[config.mk]
export PLATFORM = sky130hd
export DESIGN_NAME = line_break_tokenizer
export DESIGN_NICKNAME = d
export VERILOG_FILES = /design/src/lbt_pkg.sv /design/src/line_break_tokenizer.sv /design/src/lbt_step.sv /design/src/lbt_out.sv
export VERILOG_INCLUDE_DIRS = /design/src /design/src/src
export SDC_FILE = /design/constraint.sdc
export NUM_CORES = 1
export LEC_CHECK = 0
export BUFFER_PORTS_ARGS = -buffer_cell sky130_fd_sc_hd__buf_2
export CAP_MARGIN = 0
export CORE_MARGIN = 8
export CORE_UTILIZATION = 46
export DETAILED_ROUTE_END_ITERATION = 8
export PLACE_DENSITY = 0.64
export SLEW_MARGIN = 20
export SYNTH_ARGS = -nofsm -noshare
export SYNTH_HDL_FRONTEND = slang
export SYNTH_SLANG_ARGS = --single-unit
export TNS_END_PERCENT = 100
[constraint.sdc]
create_clock -name i_clk -period 4.8 [get_ports i_clk]
set_input_delay 0.48 -clock i_clk [delete_from_list [all_inputs] [get_ports i_clk]]
set_output_delay 0.48 -clock i_clk [all_outputs]
set_load 0.01 [all_outputs]
[src/line_break_tokenizer_macros.svh]
// Assertion macros used by the tokenizer's result register (lbt_out).
`ifndef LINE_BREAK_TOKENIZER_MACROS_SVH
`define LINE_BREAK_TOKENIZER_MACROS_SVH
`ifndef SYNTHESIS
`define LBT_ASSERT_HOLDS(lbl, clk, rst_n, expr) \
    lbl: assert property (@(posedge clk) disable iff (!rst_n) (expr)) \
        else $error("line_break_tokenizer: assertion failed");
`define LBT_ASSERT_NEXT(lbl, clk, rst_n, ante, cons) \
    lbl: assert property (@(posedge clk) disable iff (!rst_n) (ante) |=> (cons)) \
        else $error("line_break_tokenizer: assertion failed");
`else
`define LBT_ASSERT_HOLDS(lbl, clk, rst_n, expr)
`define LBT_ASSERT_NEXT(lbl, clk, rst_n, ante, cons)
`endif
`endif

[src/lbt_pkg.sv]
// Types, constants and helper functions of the line-break tokenizer.
package lbt_pkg;

    localparam int POSITION_BITS       = 16;
    localparam int WIDTH_FRACTION_BITS = 8;
    localparam int TOKEN_WIDTH_BITS    = 16 + WIDTH_FRACTION_BITS;
    localparam int LENGTH_BITS         = 16;
    localparam int START_BITS          = 16;
    localparam int CHAR_BITS           = 16;

    typedef logic [POSITION_BITS-1:0]    t_pos;
    typedef logic [LENGTH_BITS-1:0]      t_len;
    typedef logic [START_BITS-1:0]       t_start;
    typedef logic [TOKEN_WIDTH_BITS-1:0] t_twidth;
    typedef logic [TOKEN_WIDTH_BITS:0]   t_wsum;
    typedef logic [CHAR_BITS-1:0]        t_char;

    localparam t_len    LENGTH_MAX      = '1;
    localparam t_twidth TOKEN_WIDTH_MAX = '1;

    localparam t_char CH_NEWLINE = 16'h000A;
    localparam t_char CH_SPACE   = 16'h0020;
    localparam t_char CH_HYPHEN  = 16'h002D;
    localparam t_char CH_SLASH   = 16'h002F;
    localparam t_char CH_EN_DASH = 16'h2013;
    localparam t_char CH_EM_DASH = 16'h2014;

    typedef enum logic [1:0] {
        KIND_NEWLINE = 2'd0,
        KIND_SPACE   = 2'd1,
        KIND_ATOM    = 2'd2,
        KIND_HYPHENS = 2'd3
    } t_token_kind;

    // LEAD is a leading hyphen group that has not yet met its first atom.
    typedef enum logic [2:0] {
        OPEN_NONE  = 3'd0,
        OPEN_SPACE = 3'd1,
        OPEN_LEAD  = 3'd2,
        OPEN_ATOM  = 3'd3,
        OPEN_HYPH  = 3'd4
    } t_open_kind;

    typedef struct packed {
        t_char char_code;
        t_char char_width;
        logic  end_of_text;
    } t_in_beat;

    typedef struct packed {
        t_token_kind token_kind;
        t_start      token_start;
        t_len        token_length;
        t_twidth     token_width;
        logic        run_last;
        logic        text_done;
    } t_out_beat;

    typedef struct packed {
        t_open_kind kind;
        t_pos       start;
        t_len       length;
        t_twidth    width;
    } t_open_state;

    typedef struct packed {
        logic [1:0] count;
        t_out_beat  tok0;
        t_out_beat  tok1;
    } t_token_pair;

    function automatic logic is_hyphen_slash(input t_char c);
        return (c == CH_HYPHEN) || (c == CH_SLASH) || (c == CH_EN_DASH) ||
               (c == CH_EM_DASH);
    endfunction

    function automatic t_token_kind open_to_token(input t_open_kind k);
        t_token_kind r;
        case (k)
            OPEN_SPACE: r = KIND_SPACE;
            OPEN_HYPH:  r = KIND_HYPHENS;
            default:    r = KIND_ATOM;
        endcase
        return r;
    endfunction

endpackage

[src/line_break_tokenizer.sv]
// An accepted character is held in the input register, then its tokens go to the
// result register. Throughput: one character per cycle while the output is ready;
// two tokens from one character hold the result register, leaving one per cycle.
// Synchronous active-low reset empties the input and result registers and clears
// the open token and the character position; the block is ready right after reset.
module line_break_tokenizer (
    input  logic               i_clk,
    input  logic               i_rst_n,
    input  logic               i_in_valid,
    input  lbt_pkg::t_in_beat  i_in_data,
    output logic               o_in_ready,
    output logic               o_out_valid,
    output lbt_pkg::t_out_beat o_out_data,
    input  logic               i_out_ready
);

    logic                 r_in_valid;
    lbt_pkg::t_in_beat    r_in;
    lbt_pkg::t_open_state r_state;
    lbt_pkg::t_open_state n_state;
    lbt_pkg::t_pos        r_pos;
    lbt_pkg::t_pos        n_pos;
    lbt_pkg::t_token_pair pair;
    logic                 load_ready;
    logic                 advance;

    assign advance    = r_in_valid && load_ready;
    assign o_in_ready = !r_in_valid || load_ready;

    lbt_step u_step (
        .i_item  (r_in),
        .i_state (r_state),
        .i_pos   (r_pos),
        .o_state (n_state),
        .o_pos   (n_pos),
        .o_pair  (pair)
    );

    lbt_out u_out (
        .i_clk        (i_clk),
        .i_rst_n      (i_rst_n),
        .i_load_valid (r_in_valid),
        .i_pair       (pair),
        .o_load_ready (load_ready),
        .o_out_valid  (o_out_valid),
        .o_out_data   (o_out_data),
        .i_out_ready  (i_out_ready)
    );

    always_ff @(posedge i_clk) begin
        if (!i_rst_n) begin
            r_in_valid <= 1'b0;
            r_state    <= '0;
            r_pos      <= '0;
        end else begin
            if (o_in_ready) begin
                r_in_valid <= i_in_valid;
            end
            if (advance) begin
                r_state <= n_state;
                r_pos   <= n_pos;
            end
        end
    end

    always_ff @(posedge i_clk) begin
        if (i_in_valid && o_in_ready) begin
            r_in <= i_in_data;
        end
    end

endmodule

[src/lbt_step.sv]
// Per-character tokenizer step: classifies the character, updates the open token
// and forms up to two finished tokens.
module lbt_step (
    input  lbt_pkg::t_in_beat    i_item,
    input  lbt_pkg::t_open_state i_state,
    input  lbt_pkg::t_pos        i_pos,
    output lbt_pkg::t_open_state o_state,
    output lbt_pkg::t_pos        o_pos,
    output lbt_pkg::t_token_pair o_pair
);

    always_comb begin
        logic                 is_nl;
        logic                 is_sp;
        logic                 is_hy;
        logic                 has_open;
        logic                 flush_prev;
        logic                 extend;
        logic                 has_b;
        lbt_pkg::t_wsum       w_sum;
        lbt_pkg::t_open_state nxt;
        lbt_pkg::t_out_beat   tok_a;
        lbt_pkg::t_out_beat   tok_b;

        is_nl    = (i_item.char_code == lbt_pkg::CH_NEWLINE);
        is_sp    = (i_item.char_code == lbt_pkg::CH_SPACE);
        is_hy    = lbt_pkg::is_hyphen_slash(i_item.char_code);
        has_open = (i_state.kind != lbt_pkg::OPEN_NONE);

        if (is_nl) begin
            flush_prev = has_open;
            extend     = 1'b0;
        end else if (is_sp) begin
            extend     = (i_state.kind == lbt_pkg::OPEN_SPACE);
            flush_prev = has_open && !extend;
        end else if (is_hy) begin
            extend     = (i_state.kind == lbt_pkg::OPEN_LEAD) ||
                         (i_state.kind == lbt_pkg::OPEN_HYPH);
            flush_prev = has_open && !extend;
        end else begin
            extend     = (i_state.kind == lbt_pkg::OPEN_ATOM) ||
                         (i_state.kind == lbt_pkg::OPEN_LEAD);
            flush_prev = has_open && !extend;
        end

        // Saturating growth of the open token.
        w_sum = {1'b0, i_state.width} + lbt_pkg::t_wsum'(i_item.char_width);

        if (extend) begin
            nxt.start  = i_state.start;
            nxt.length = (i_state.length == lbt_pkg::LENGTH_MAX) ?
                         i_state.length : i_state.length + lbt_pkg::t_len'(1);
            nxt.width  = w_sum[lbt_pkg::TOKEN_WIDTH_BITS] ?
                         lbt_pkg::TOKEN_WIDTH_MAX :
                         w_sum[lbt_pkg::TOKEN_WIDTH_BITS-1:0];
        end else begin
            nxt.start  = i_pos;
            nxt.length = lbt_pkg::t_len'(1);
            nxt.width  = lbt_pkg::t_twidth'(i_item.char_width);
        end

        if (is_nl) begin
            nxt.kind = lbt_pkg::OPEN_NONE;
        end else if (is_sp) begin
            nxt.kind = lbt_pkg::OPEN_SPACE;
        end else if (is_hy) begin
            if (extend) begin
                nxt.kind = i_state.kind;
            end else if (i_state.kind == lbt_pkg::OPEN_ATOM) begin
                nxt.kind = lbt_pkg::OPEN_HYPH;
            end else begin
                nxt.kind = lbt_pkg::OPEN_LEAD;
            end
        end else begin
            nxt.kind = lbt_pkg::OPEN_ATOM;
        end

        tok_a.token_kind   = lbt_pkg::open_to_token(i_state.kind);
        tok_a.token_start  = lbt_pkg::t_start'(i_state.start);
        tok_a.token_length = i_state.length;
        tok_a.token_width  = i_state.width;
        tok_a.run_last     = 1'b0;
        tok_a.text_done    = 1'b0;

        // The second token is the newline itself, or the open token flushed at text end.
        if (is_nl) begin
            tok_b.token_kind   = lbt_pkg::KIND_NEWLINE;
            tok_b.token_start  = lbt_pkg::t_start'(i_pos);
            tok_b.token_length = lbt_pkg::t_len'(1);
            tok_b.token_width  = '0;
        end else begin
            tok_b.token_kind   = lbt_pkg::open_to_token(nxt.kind);
            tok_b.token_start  = lbt_pkg::t_start'(nxt.start);
            tok_b.token_length = nxt.length;
            tok_b.token_width  = nxt.width;
        end
        tok_b.run_last  = 1'b1;
        tok_b.text_done = i_item.end_of_text;
        has_b           = is_nl || i_item.end_of_text;

        if (flush_prev && !has_b) begin
            tok_a.run_last = 1'b1;
        end

        o_pair.count = {1'b0, flush_prev} + {1'b0, has_b};
        o_pair.tok0  = flush_prev ? tok_a : tok_b;
        o_pair.tok1  = tok_b;

        if (i_item.end_of_text) begin
            o_state = '0;
            o_pos   = '0;
        end else begin
            o_state = nxt;
            o_pos   = i_pos + lbt_pkg::t_pos'(1);
        end
    end

endmodule

[src/lbt_out.sv]
// Result register of up to two tokens, sent one per cycle while i_out_ready.
`include "line_break_tokenizer_macros.svh"

module lbt_out (
    input  logic                 i_clk,
    input  logic                 i_rst_n,
    input  logic                 i_load_valid,
    input  lbt_pkg::t_token_pair i_pair,
    output logic                 o_load_ready,
    output logic                 o_out_valid,
    output lbt_pkg::t_out_beat   o_out_data,
    input  logic                 i_out_ready
);

    logic [1:0]         r_count;
    logic [1:0]         n_count;
    lbt_pkg::t_out_beat r_tok0;
    lbt_pkg::t_out_beat n_tok0;
    lbt_pkg::t_out_beat r_tok1;
    logic               pop;
    logic               load;

    assign o_out_valid  = (r_count != 2'd0);
    assign o_out_data   = r_tok0;
    assign pop          = o_out_valid && i_out_ready;
    // A pair enters if empty or if the last held token leaves in this cycle.
    assign o_load_ready = (r_count == 2'd0) || ((r_count == 2'd1) && i_out_ready);
    assign load         = i_load_valid && o_load_ready;

    always_comb begin
        n_count = r_count;
        n_tok0  = r_tok0;
        if (load) begin
            n_count = i_pair.count;
            n_tok0  = i_pair.tok0;
        end else if (pop) begin
            n_count = r_count - 2'd1;
            n_tok0  = r_tok1;
        end
    end

    always_ff @(posedge i_clk) begin
        if (!i_rst_n) begin
            r_count <= 2'd0;
        end else begin
            r_count <= n_count;
        end
    end

    always_ff @(posedge i_clk) begin
        r_tok0 <= n_tok0;
        if (load) begin
            r_tok1 <= i_pair.tok1;
        end
    end

    `LBT_ASSERT_HOLDS(a_count_range, i_clk, i_rst_n, r_count != 2'd3)
    `LBT_ASSERT_HOLDS(a_single_is_last, i_clk, i_rst_n, (r_count != 2'd1) || r_tok0.run_last)
    `LBT_ASSERT_HOLDS(a_pair_first_not_last, i_clk, i_rst_n, (r_count != 2'd2) || !r_tok0.run_last)
    `LBT_ASSERT_NEXT(a_pair_second_follows, i_clk, i_rst_n, pop && (r_count == 2'd2), o_out_valid && o_out_data.run_last)

endmodule

==> summary.txt <==
Floorplan
  • Initial Utilization: 46.70%
  • Rows: 56
  • I/O pins: 99
  • Core area: 23400 um2
  • Die H: 170.1 um
  • Die area: 28940 um2
  • Die width: 170.1 um

Setup path
  • Worst Path Buf+Inv: 0
  • Family with the most delay on the worst path: compound AO/OA/AOI/OAI gates
  • Top cell by count, worst path: a2111oi_0
  • Arrival time at the worst endpoint: 3.79 ns
  • Max stage delay on crit path: 0.80 ns
  • WP data required: 5.06 ns
  • Crit-path cells: ha_1, a2111oi_0, a2111oi_0, o2111ai_1, a21boi_2, and4_1, mux2i_1, nor2_1, a221o_1
  • Worst setup EP type: register
  • Slowest cell on crit path: a2111oi_0
  • CP Launch Type: register
  • Worst setup startpoint: r_in[8]
  • Reg2reg start: r_in[8]
  • Worst-path fanout max: 9
  • WS Path Type: reg2reg

Drt
  • DRC viols: 0
  • Vias/cell: 5.626
  • DRT iter0 DRCs: 689
  • Via count: 8079
  • Avg WL per Cell: 17.41 um
  • Number of detailed-route iterations in the first pass: 7
  • DRT Wirelength: 25000 um
  • Routed Antenna Nets: 0

Clocking
  • Hold-fix buffers, CTS: 0
  • Worst-path clk slew: 0.06 ns
  • Setup bufs post-CTS: 0
  • Maximum clock path buffer count: 3
  • CTS tree: done
  • Post_cts resized: 0
  • Clock sink count: 230
  • Root Driver: clkbuf_16
  • CTS Buf Count: 25
  • Clock Latency Late Sink: 0.52 ns
  • H-tree Lvls: 1

Final layout
  • Most frequent cells in the layout: 152 x edfxtp_1, 117 x nand2_1, 98 x buf_2
  • Fillers: 2090
  • Nets: 1158
  • Area occupied by multi-input gates: 4466 um2
  • Commonest non-fill, non-tap cell in the layout: edfxtp_1
  • Share of post-route cells with drive strength above 1: 15.58%
  • FF+latch area: 6126 um2
  • # diodes: 0
  • Area Growth Syn to Fin: 13.33%

Logic synthesis
  • Synth top area share: 41.77%
  • Seq cells post-synth: 230
  • Synth Area in Simple Gates: 14.12%
  • Avg Cell Area, Syn: 10.64 um2
  • Main synth FF type: edfxtp_1
  • Seq/Total Area, Yosys: 56.06%
  • Syn_nets: 1087
  • Compound-Gate Fraction of Synth Area: 17.28%
  • EDFF count, synth: 152
  • Ranking of synthesized cells by area: edfxtp_1 42%, dfxtp_1 14%, o21ai_0 4.1%
  • Cell Area, Synth: 10930 um2
  • Async SR Flop Fraction: 0%
  • Ys Warns: 0
  • XOR/XNOR Fraction of Synth Area: 2.885%
  • Post-synthesis mux area share: 3.801%
  • Synth Area in Adders: 2.702%
  • Count of cell types in the netlist: 74
  • Largest family of logic cells by synthesized area: compound AO/OA/AOI/OAI gates
  • Yosys top cell by area: edfxtp_1
  • Syn Inst Count: 1027

STA
  • Minimum clock period: 3.536 ns
  • Final TNS setup: 0 ns
  • Max Transition Viols Final: 0
  • RSZ-0062 raised after global routing: false
  • Clock Skews: 0.02059 ns
  • Worst-Margin Slew: 1.029 ns
  • Final hold slack: 0.1324 ns
  • Hold Fails Final Rpt: 0
  • Final setup fails: 0
  • Max_slew headroom: 31.42%
  • Fin crit share: 73.67%
  • Highest clock rate: 282.8 MHz

Run status
  • Status: completed

Worst hold path
  • HP Class: in2reg
  • Hold Crit Start: i_in_data[29]

Power
  • Power Dens Cells: 411.3 nW/um2
  • Leak: 0.004676 uW
  • VDD IR max: 217.5 uV
  • Power Total: 5094 uW

Global route
  • Initial antenna violation count: 0
  • Gr ovfl total: 0
  • Vias in the first global route: 7713
  • First-pass GRT wire length: 39830 um
  • All-Layer GR Usage: 16.79%
  • Largest net degree at the start of global routing: 100

Placed design
  • Port Buffer Count: 98
  • GPL Wtd Cong: 0.8437
  • DP Wirelength: 15950 um

Flow run
  • Max-cap violations: 0
==> cell type report <==
cell class	instances	share of cell area, %
multi-input cells	717	36.06
repair buffers	108	4.668
flip-flops and latches	230	49.46
clock buffers	37	5.496
inverters	16	0.4950
clock inverters	9	0.5961
well taps	319	3.223
==> worst register-to-register path: stages, from the launching register on <==
cell and delay (ns):
edfxtp_1 0.41, ha_1 0.41, a2111oi_0 0.17, a2111oi_0 0.80, o2111ai_1 0.29, a21boi_2 0.37
and4_1 0.26, mux2i_1 0.26, nor2_1 0.06, a221o_1 0.25
==> stage by stage <==
step           util, %  instance area [um2]  setup WS (ns)  cells
2_1_floorplan        -                10930          1.124   1027
3_3_place_gp     49.70                11630          1.360   1390
3_5_place_dp     49.70                11630          1.313   1390
4_1_cts          52.92                12380          1.281   1436
5_1_grt          52.92                12380          1.052   1436
6_report         52.92                12380          1.264   1436
==> Yosys cell counts, types with 3 or more instances <==
| cell type | n |
|---|---|
| nor2_1 | 79 |
| a22o_1 | 20 |
| and3_1 | 25 |
| nand2_1 | 117 |
| mux2_2 | 8 |
| ha_1 | 22 |
| a211oi_1 | 4 |
| o211ai_1 | 3 |
| o22ai_1 | 10 |
| a21oi_1 | 80 |
| nor3_1 | 18 |
| and4_1 | 8 |
| o21a_1 | 4 |
| edfxtp_1 | 152 |
| and2_1 | 12 |
| nand3b_1 | 4 |
| xnor2_1 | 15 |
| a31o_2 | 3 |
| inv_1 | 16 |
| mux2_4 | 9 |
| o31ai_1 | 4 |
| o21ai_1 | 14 |
| o2111ai_1 | 3 |
| xor2_1 | 21 |
| buf_2 | 11 |
| nor2b_1 | 8 |
| nand2b_1 | 4 |
| or3_1 | 6 |
| mux2i_1 | 19 |
| a221o_1 | 9 |
| buf_1 | 6 |
| a32o_1 | 6 |
| nand4_1 | 10 |
| clkbuf_1 | 44 |
| nand3_1 | 21 |
| dfxtp_1 | 78 |
| a21o_1 | 9 |
| o21ai_0 | 89 |
| a31oi_1 | 11 |
==> where the power goes <==
part / switching [uW] / leakage [uW] / internal (uW)
registers: 80.8 / 0.00207 / 2380
logic: 572 / 0.00224 / 284
clock network: 744 / 0.000366 / 1030
total: 1400 / 0.00468 / 3700
==> state kept, by name, indices dropped and copies added, names as in the netlist <==
| name | flops |
|---|---|
| u_out.o_out_data | 60 |
| r_state | 59 |
| u_out.r_tok1 | 59 |
| r_in | 33 |
| r_pos | 16 |
| u_out.r_count | 2 |
| r_in_valid | 1 |
==> final timing paths <==
kind / end / slack (ns) / depth (start not counted)
worst max register to register: u_out.o_out_data[22] / 1.26 / 9
worst min-delay path: r_in[29] / 0.13 / 1
worst min register to register: r_state[6] / 0.46 / 2
worst max-delay path: u_out.o_out_data[22] / 1.26 / 9
==> cell families (layout without fill, tap and decap cells) <==
kind of cell    after synthesis  in the layout
fa+ha+maj                    23             23
mux                          36             36
simple gates                325            325
flops                       230            230
xor+xnor                     36             36
compound gates              297            297
buf+inv                      80            170
==> metal layers <==
layer / GRT usage [%] / wire length [um] / vias up
met5: 0 / 0 / -
met4: 4.195 / 400 / 0
met3: 2.827 / 1498 / 28
met2: 27.47 / 11410 / 226
met1: 22.85 / 11690 / 3858
li1: - / - / 3967
Note: power is estimated with default switching activity, not from simulation.
